==> src/sv/idw_pkg.sv <==
`timescale 1ns / 1ps
package idw_pkg;

  localparam int CoordW = 32;
  localparam int ValW = 32;
  localparam int DsqW = 64;
  localparam int WgtW = 25;

  typedef enum logic [1:0] {
    ACT_CLEAR = 2'd0,
    ACT_LOAD  = 2'd1,
    ACT_QUERY = 2'd2,
    ACT_NONE  = 2'd3
  } action_t;

  typedef enum logic [2:0] {
    ST_INTERP  = 3'd0,
    ST_EXACT   = 3'd1,
    ST_NODATA  = 3'd2,
    ST_STORED  = 3'd3,
    ST_FULL    = 3'd4,
    ST_CLEARED = 3'd5
  } status_t;

  typedef enum logic [1:0] {
    CFG_POWER  = 2'd0,
    CFG_RADIUS = 2'd1,
    CFG_LIMIT  = 2'd2
  } cfg_idx_t;

  localparam logic [31:0] NODATA_Q16 = 32'hD8F10000;
  localparam logic [11:0] POWER_RST = 12'd512;
  localparam logic [30:0] RADIUS_RST = 31'd0;
  localparam logic [4:0] LIMIT_RST = 5'd12;

  typedef struct packed {
    logic [1:0] action;
    logic signed [31:0] coord_x;
    logic signed [31:0] coord_y;
    logic signed [31:0] sample_value;
  } in_beat_t;

  typedef struct packed {
    logic signed [31:0] result_value;
    logic [2:0] status;
  } out_beat_t;

  // controller to datapath
  typedef struct packed {
    logic latch_q;
    logic write_pt;
    logic clear_cnt;
    logic scan_start;
    logic scan_step;
    logic wt_start;
    logic wt_step;
    logic div_start;
    logic div_step;
    logic fin_exact;
    logic fin_interp;
    logic fin_nodata;
    logic fin_simple;
  } idw_cmd_t;

  // datapath to controller
  typedef struct packed {
    logic full;
    logic scan_done;
    logic any_kept;
    logic exact;
    logic wt_done;
    logic div_done;
  } idw_sts_t;

  // Q16 log2 approximation of f correction term
  function automatic logic [15:0] log_corr(input logic [15:0] f);
    logic [32:0] p;
    logic [31:0] t;
    begin
      p = {17'd0, f} * (33'd65536 - {17'd0, f});
      t = {16'd0, p[31:16]} * 32'd22528;
      log_corr = t[31:16];
    end
  endfunction

endpackage

==> src/sv/idw_ctrl.sv <==
`timescale 1ns / 1ps
module idw_ctrl (
  input  logic clk,
  input  logic rst_n,
  input  logic in_fire,
  input  logic [1:0] in_action,
  input  logic out_free,
  input  idw_pkg::idw_sts_t sts,
  output idw_pkg::idw_cmd_t cmd,
  output logic busy
);

  typedef enum logic [2:0] {
    S_IDLE, S_DECODE, S_SCAN, S_WEIGHT, S_DIV, S_FINISH
  } state_t;

  state_t state_r, state_nxt;

  always_comb begin
    state_nxt = state_r;
    cmd = '0;
    unique case (state_r)
      S_IDLE: begin
        if (in_fire) begin
          cmd.latch_q = 1'b1;
          state_nxt = S_DECODE;
        end
      end
      S_DECODE: begin
        if (out_free) begin
          unique case (idw_pkg::action_t'(in_action))
            idw_pkg::ACT_CLEAR: begin
              cmd.clear_cnt = 1'b1;
              cmd.fin_simple = 1'b1;
              state_nxt = S_IDLE;
            end
            idw_pkg::ACT_LOAD: begin
              cmd.write_pt = ~sts.full;
              cmd.fin_simple = 1'b1;
              state_nxt = S_IDLE;
            end
            idw_pkg::ACT_QUERY: begin
              cmd.scan_start = 1'b1;
              state_nxt = S_SCAN;
            end
            default: begin
              cmd.fin_nodata = 1'b1;
              state_nxt = S_IDLE;
            end
          endcase
        end
      end
      S_SCAN: begin
        if (sts.scan_done) begin
          if (!sts.any_kept) begin
            cmd.fin_nodata = 1'b1;
            state_nxt = S_IDLE;
          end else if (sts.exact) begin
            cmd.fin_exact = 1'b1;
            state_nxt = S_IDLE;
          end else begin
            cmd.wt_start = 1'b1;
            state_nxt = S_WEIGHT;
          end
        end else begin
          cmd.scan_step = 1'b1;
        end
      end
      S_WEIGHT: begin
        if (sts.wt_done) begin
          cmd.div_start = 1'b1;
          state_nxt = S_DIV;
        end else begin
          cmd.wt_step = 1'b1;
        end
      end
      S_DIV: begin
        if (sts.div_done) begin
          state_nxt = S_FINISH;
        end else begin
          cmd.div_step = 1'b1;
        end
      end
      S_FINISH: begin
        cmd.fin_interp = 1'b1;
        state_nxt = S_IDLE;
      end
      default: state_nxt = S_IDLE;
    endcase
  end

  // hold state
  always_ff @(posedge clk) begin
    if (!rst_n) begin
      state_r <= S_IDLE;
    end else begin
      state_r <= state_nxt;
    end
  end

  assign busy = (state_r != S_IDLE);

endmodule

==> config.mk <==
export PLATFORM = sky130hd
export DESIGN_NAME = idw_ctrl
export DESIGN_NICKNAME = d
export VERILOG_FILES = /design/src/sv/idw_pkg.sv /design/src/sv/idw_ctrl.sv
export SDC_FILE = /design/constraint.sdc
export NUM_CORES = 1
export LEC_CHECK = 0
export BUFFER_PORTS_ARGS = -buffer_cell sky130_fd_sc_hd__buf_2
export CAP_MARGIN = 40
export CORE_AREA = 10 10 47 49
export CTS_CLUSTER_SIZE = 24
export DETAILED_ROUTE_END_ITERATION = 8
export DIE_AREA = 0 0 57 59
export SYNTH_ARGS = -nofsm -noshare
export SYNTH_HDL_FRONTEND = slang
export SYNTH_SLANG_ARGS = --single-unit
==> constraint.sdc <==
create_clock -name clk -period 2.2 [get_ports clk]
set_input_delay 0.66 -clock clk [delete_from_list [all_inputs] [get_ports clk]]
set_output_delay 0.66 -clock clk [all_outputs]
set_load 0.01 [all_outputs]
Yosys cells after proc, flatten, opt, wreduce, memory -nomap -nowiden
Index checks and enable logic that the tools add are counted.
W data, S select, Z words.
- logic and storage cells: 58
- register bits after elaboration: 3
- bits of input ports: 12
- muxes and demuxes: 38
- equality and inequality tests: 12
- reduce and logical (&&, ||, !) cells: 6
- bitwise operators: 1
- operators by type and width (kind ; count):
    $mux W3 ; 8
    $mux W1 ; 23
    $pmux W3 S5 ; 1
    $mux W2 ; 5
    $ne A2 B2 Y1 const B ; 5
    $eq A3 B2 Y1 const B ; 2
    $eq A3 B3 Y1 const B ; 2
    $reduce_and A5 Y1 ; 1
    $eq A3 B1 Y1 const B ; 1
    $logic_not A3 Y1 ; 1
    $reduce_bool A3 Y1 ; 1
    $reduce_or A3 Y1 ; 1
    $eq A2 B1 Y1 const B ; 1
    $eq A2 B2 Y1 const B ; 1
    $logic_not A2 Y1 ; 1
    $pmux W1 S2 ; 1
    $reduce_or A2 Y1 ; 1
    $not A1 Y1 ; 1

Longest topological paths before layout
Gate-level depths: netlist (run 1).
- depth in word-level cells: 5
- depth in mapped cells: 5

Worst setup path after synthesis (run 1)
No wires, ideal clock.
- path kind: input to output
- from: input port out_free
- to: output port cmd[11] in the netlist's numbering
- cell stages on the path: 3
- path slack: 0.218 ns
- data required time: 1.540 ns
- arrival: 1.322 ns
- cells stage by stage: nand3b_1 > or3_1 > nor3_1
- RTL lines (item ; RTL line ; source):
    start, declared ; idw_ctrl.sv:7 ; input logic out_free,
    end, declared ; idw_ctrl.sv:9 ; output idw_pkg::idw_cmd_t cmd,

==> summary.txt, run 1 <==
Register area - 62.6 um^2
Root buf cell - clkbuf_4
Synth cell types - 26
Top-area cell type share of the netlist area - 18.3%
Max FFs per register - 3
Max Slew Vio Count - 0
Max VDD drop - 222 uV
Routed metal-1 wirelength - 490 um
Setup-failing EPs final - 0
Layout overhead on the synthesized area - 52.3%
Routed wire length - 1150 um
Post-CTS Setup Inserts - 0
Crit path launch type - input port
Flop-to-flop setup slack - 0.89 ns
Final hold violation count - 0
CP Data Arrival Time - 1.44 ns
Critical Path RT - 1.54 ns
Die Height - 59 um
Total track usage - 7.12%
Vias in the first global route - 452
EDFF count, synth - 0
Status - finished clean
Total congestion overflow - 0
Mapped Avg Cell Area - 6.83 um^2
Cell row count - 14
Power consumption - 0.000458 W
Antenna-violating nets left - 0
Reg2reg end - state_r[1]$_SDFFE_PN0P_
Met3 wire len - 100 um
Worst r2r path cells - 4
Cell Area, Synth - 328 um^2
Max-cap violations - 0
Most flops, register - state_r
Die ar. - 0.00336 mm^2
Final HPWL from detailed placement - 916 um
Initial DRT Pass Iterations - 3
Hold_buf cts - 0
RePlAce Congestion - 0.721
Met2 routed wirelength - 530 um
Worst slew margin - 78.7%
Clk sinks - 3
Reg2Reg Launch Point - state_r[2]$_SDFFE_PN0P_
Asr flop ratio synth - 0%
Min cycle time layout - 2.10 ns
Drt wl/cell - 12.6 um
CTS tree - done
CTS buffer count - 3
Area of the core - 0.00140 mm^2
Hold Crit Depth - 2
Worst-Skew Late Latency - 0.24 ns
Via Count - 427
Post-synth top flop - dfxtp_1
FMAX - 477 MHz
I/O Pins - 26
Share of layout cells above drive strength 1 - 48.0%
Starting Density - 23.4%
CP Class - input port to primary output
Clock Pin Slew Worst Setup and Hold Paths - 0.04 ns
Fin nets - 88
CTS H-tree depth - 1
Drt initial violations - 3
Power per Cell Area - 917 mW/mm^2
Global-route wire length before repair - 1900 um
Multi-input logic area - 246 um^2
RSZ-0062 raised after global routing - false
Min-delay src - state_r[1]$_SDFFE_PN0P_
Top Registers - state_r (3)
Fin Clk Skew - 0.00522 ns
Hold Crit Endpoint - state_r[1]$_SDFFE_PN0P_
Port Buffers - 25
Worst-Margin Slew - 0.319 ns
Most frequent cell after synthesis - nor2_1
Number of synthesized register bits - 3
Antenna cell count - 0
Crit. End Element - primary output
Largest net degree at the start of global routing - 12
Avg Vias per Cell - 4.69
Drt drc - 0
Worst Hold Class - flop to flop
Post-Route Setup TNS - 0 ns
Commonest cells post-synth - 10 x nor2_1, 5 x inv_1, 5 x nand2_1
Max Used Layer - met4
CTS resizes - 0
Register area share after synthesis - 18.3%
Synth top area cells - dfxtp_1 18%, nor2_1 11%, nor4b_2 9.2%, inv_1 5.7%, nand2_1 5.7%
Cell leakage power - 0.265 nW
Period utilisation layout - 95.3%
Syn Nets - 60
Worst-case clock buffer depth - 2
Number of synthesis warnings - 0
Antenna violations before repair - 0
Yosys top cell by area - dfxtp_1
Die width - 57 um
# fillers - 162
Worst Path Max Fanout - 3
Syn Inst Count - 48
[metal layers]
metal	vias to the layer above	track usage, %
met5	-	0
met4	0	7.05
met3	2	3.22
met2	19	10.1
met1	186	7.57
li1	220	-
[kinds of logic after synthesis]
kind of cell | Yosys count | synth area share, %
and+or+nand+nor | 29 | 50.8
AOI/OAI and AO/OA | 8 | 18.3
buffers and inverters | 7 | 9.54
DFF | 3 | 18.3
muxes | 1 | 3.05
[worst max-delay path: stages]
cell and delay (ns):
buf_2 0.11, nand3b_1 0.08, or3_4 0.35, nor3_2 0.10
buf_2 0.14
[area by class of cell]
class / instances / share of cell area, %
Clock buffer: 4 / 5.26
Inverter: 5 / 3.76
Multi-Input combinational cell: 38 / 49.4
Sequential cell: 3 / 12.5
Tap cell: 16 / 4.01
Timing Repair Buffer: 25 / 25.1
[power by group]
part / switching (W) / internal [W] / total, W
sequential: 0.0000492 / 0.0000760 / 0.000125
combinational: 0.000120 / 0.000111 / 0.000232
clock: 0.0000329 / 0.0000683 / 0.000101
total: 0.000202 / 0.000256 / 0.000458
[worst max-delay path by stage]
stage / start / endpoint / slack [ns]
4_1_cts: state_r[1]$_SDFFE_PN0P_ / cmd[11] / 0.03
6_report: out_free / cmd[11] / 0.10
5_1_grt: out_free / cmd[11] / 0.04
3_5_place_dp: out_free / cmd[11] / 0.08
3_3_place_gp: out_free / cmd[11] / 0.09
2_1_floorplan: out_free / cmd[11] / 0.22
[layout by cell type, fill, tap and decap left out]
cell type / netlist / final
a21boi_0: 1 / 1
a21oi_1: 2 / 2
a311oi_1: 1 / 1
a31oi_1: 1 / 1
a32oi_2: 1 / 1
and3_1: 1 / 1
and3b_1: 1 / 1
buf_2: 0 / 25
clkbuf_1: 0 / 1
clkbuf_4: 0 / 3
dfxtp_1: 3 / 1
dfxtp_2: 0 / 2
inv_1: 5 / 5
mux2i_1: 1 / 1
nand2_1: 5 / 5
nand2b_1: 2 / 2
nand3_1: 1 / 1
nand3b_1: 1 / 1
nand4b_1: 1 / 1
nor2_1: 10 / 10
nor2_2: 1 / 1
nor2b_1: 1 / 1
nor3_2: 0 / 1
nor3b_1: 1 / 1
nor4b_2: 2 / 2
o21ai_0: 1 / 1
o22ai_1: 1 / 1
or3_4: 0 / 1
[through the flow]
stage | util, % | setup slack (ns) | std cells | hold slack, ns | instance area (um^2)
after global placement | 32.9 | 0.0936 | 87 | 0.652 | 460
after CTS | 34.7 | 0.0260 | 91 | 0.651 | 487
final | 35.6 | 0.103 | 91 | 0.602 | 499
after global routing | 35.6 | 0.0410 | 91 | 0.636 | 499
after detailed placement | 32.9 | 0.0753 | 87 | 0.647 | 460
after floorplan | - | 0.218 | 48 | 0.622 | 328
Power figures use the tool's default switching activity.
==> run 2: changes to the inputs <==
--- a/config.mk
+++ b/config.mk
@@ -6,11 +6,11 @@
 export NUM_CORES = 1
 export LEC_CHECK = 0
 export BUFFER_PORTS_ARGS = -buffer_cell sky130_fd_sc_hd__buf_2
-export CAP_MARGIN = 40
 export CORE_AREA = 10 10 47 49
 export CTS_CLUSTER_SIZE = 24
 export DETAILED_ROUTE_END_ITERATION = 8
 export DIE_AREA = 0 0 57 59
+export RECOVER_POWER = 100
 export SYNTH_ARGS = -nofsm -noshare
 export SYNTH_HDL_FRONTEND = slang
 export SYNTH_SLANG_ARGS = --single-unit
==> summary.txt, run 2 (same netlist as run 1, synthesis figures left out) <==
Status - finished clean
Hold_buf cts - 0 (unchanged)
Crit-path slowest cell - or3_4
Setup-failing EPs final - 0 (unchanged)
RePlAce Congestion - 0.721 (unchanged)
Worst-case clock buffer depth - 2 (unchanged)
Final hold violation count - 0 (unchanged)
Final HPWL from detailed placement - 916 um (unchanged)
Hold WS - 0.597 ns (-0.00434 ns)
Worst slew margin - 75.3% (-3.4 points)
Power per Cell Area - 934 mW/mm^2 (+1.8%)
Reg2Reg Launch Point - state_r[2]$_SDFFE_PN0P_
Antenna violations before repair - 0 (unchanged)
Routed wire length - 1140 um (-0.78%)
Slowest Stage Delay on Critical Path - 0.35 ns (about the same)
CTS tree - done
Layout Utilization - 33.3% (-2.3 points)
Share of layout cells above drive strength 1 - 30.7% (-17 points)
Clock Pin Slew Worst Setup and Hold Paths - 0.04 ns (about the same)
Vias in the first global route - 452 (unchanged)
Most common cell after layout, fill and taps aside - buf_2
Most flops, register - state_r
CTS H-tree depth - 1 (unchanged)
Initial DRT Pass Iterations - 1 (-2)
Worst-Margin Slew - 0.366 ns (+0.0468 ns)
Min cycle time layout - 2.12 ns (+0.0196 ns)
Min-delay src - state_r[1]$_SDFFE_PN0P_
Port Buffers - 25 (unchanged)
Pre-CTS WS - 0.0753 ns (unchanged)
Worst path depth - 5 (unchanged)
Die width - 57 um (unchanged)
Fin nets - 88 (unchanged)
Area of the core - 0.00140 mm^2 (unchanged)
Die ar. - 0.00336 mm^2 (unchanged)
CTS buffer count - 3 (unchanged)
Max VDD drop - 212 uV (-4.8%)
Worst r2r path cells - 4 (unchanged)
CP Class - input port to primary output
FMAX - 472 MHz (-0.93%)
Flop-to-flop setup slack - 0.84 ns (-0.05 ns)
Antenna cell count - 0 (unchanged)
Worst Hold Class - flop to flop
Crit. End Element - primary output
Reg2reg end - state_r[1]$_SDFFE_PN0P_
CP Data Arrival Time - 1.46 ns (+0.02 ns)
Cell row count - 14 (unchanged)
Total congestion overflow - 0 (unchanged)
Die Height - 59 um (unchanged)
Avg Vias per Cell - 4.75 (+1.2%)
CP Buf/Inv Count - 2 (unchanged)
Top Registers - state_r (3)
Fin Clk Skew - 0.00661 ns (+0.00139 ns)
Critical Path RT - 1.54 ns (about the same)
Hold Crit Endpoint - state_r[1]$_SDFFE_PN0P_
Crit path launch type - input port
Clk sinks - 3 (unchanged)
Drt initial violations - 0 (-3)
Commonest cells after routing, fill and taps aside - 14 x buf_2, 11 x clkbuf_1, 10 x nor2_1
Layout overhead on the synthesized area - 42.4%
Post-Route Setup TNS - 0 ns (unchanged)
Hold Crit Depth - 2 (unchanged)
CP top delay family - simple AND/OR/NAND/NOR gates
Power consumption - 0.000436 W (-4.8%)
Max-cap violations - 0 (unchanged)
Global-route wire length before repair - 1900 um (unchanged)
Cell leakage power - 0.219 nW (-17%)
CP cell instances - buf_2, nand3b_1, or3_4, nor2_1, clkbuf_1
Root buf cell - clkbuf_4
Starting Density - 23.4% (unchanged)
RSZ-0062 raised after global routing - false
Worst setup margin - 0.0832 ns (-0.0196 ns)
Worst Path Max Fanout - 3 (unchanged)
Drt wl/cell - 12.5 um (-0.78%)
Via Count - 432 (+1.2%)
I/O Pins - 26 (unchanged)
Period utilisation layout - 96.2% (+0.89 points)
Total track usage - 7.12% (unchanged)
Drt drc - 0 (unchanged)
Worst-Skew Late Latency - 0.24 ns (about the same)
Antenna-violating nets left - 0 (unchanged)
Max Slew Vio Count - 0 (unchanged)
Largest net degree at the start of global routing - 12 (unchanged)
Max FFs per register - 3 (unchanged)
run 2: changes by cell type in the layout (fill, tap and decap cells not counted), moves of 2 or more:
| cell | delta |
|---|---|
| clkbuf_1 | +10 |
| buf_2 | -11 |
| nor4b_2 | -2 |
| nor4b_1 | +2 |
run 2: worst register-to-register path: stages (launching register included):
cell,delay [ns]
dfxtp_1,0.49
inv_1,0.13
a32oi_1,0.31
a21oi_1,0.11
a311oi_1,0.23
run 2: layout make-up:
type                            count  area [um^2]
Timing Repair Buffer               25          113
Inverter                            5         18.8
Tap cell                           16         20.0
Fill cell                         175          935
Sequential cell                     3         62.6
Multi-Input combinational cell     38          226
Clock buffer                        4         26.3
run 2: repair_timing:
item,in CTS,in global routing
setup buffers,0,0
setup endpoints to repair,0,5
gates resized for setup,0,4
run 2: layer usage:
metal  global-route usage (%)  vias up  wire [um]
met5                        0        -          0
met4                     7.05        0         45
met2                     10.1       23        498
li1                         -      218          -
met1                     7.57      187        487
met3                     3.22        4        107
run 2: stage by stage:
step | cells | area [um^2]
floorplan | 48 | 328
global placement | 87 | 460
detailed placement | 87 | 460
CTS | 91 | 487
global route | 91 | 467
finish | 91 | 467
run 2: how the worst max path moves through the flow:
stage,start,end,slack (ns)
5_1_grt,out_free,cmd[10],0.03
2_1_floorplan,out_free,cmd[11],0.22
3_3_place_gp,out_free,cmd[11],0.09
6_report,out_free,cmd[10],0.08
3_5_place_dp,out_free,cmd[11],0.08
4_1_cts,state_r[1]$_SDFFE_PN0P_,cmd[11],0.03
run 2: power by group:
group | switching (W) | leakage (nW) | internal [W]
clock network | 0.0000336 | 0.0150 | 0.0000683
registers | 0.0000452 | 0.0253 | 0.0000759
logic | 0.000117 | 0.179 | 0.0000955
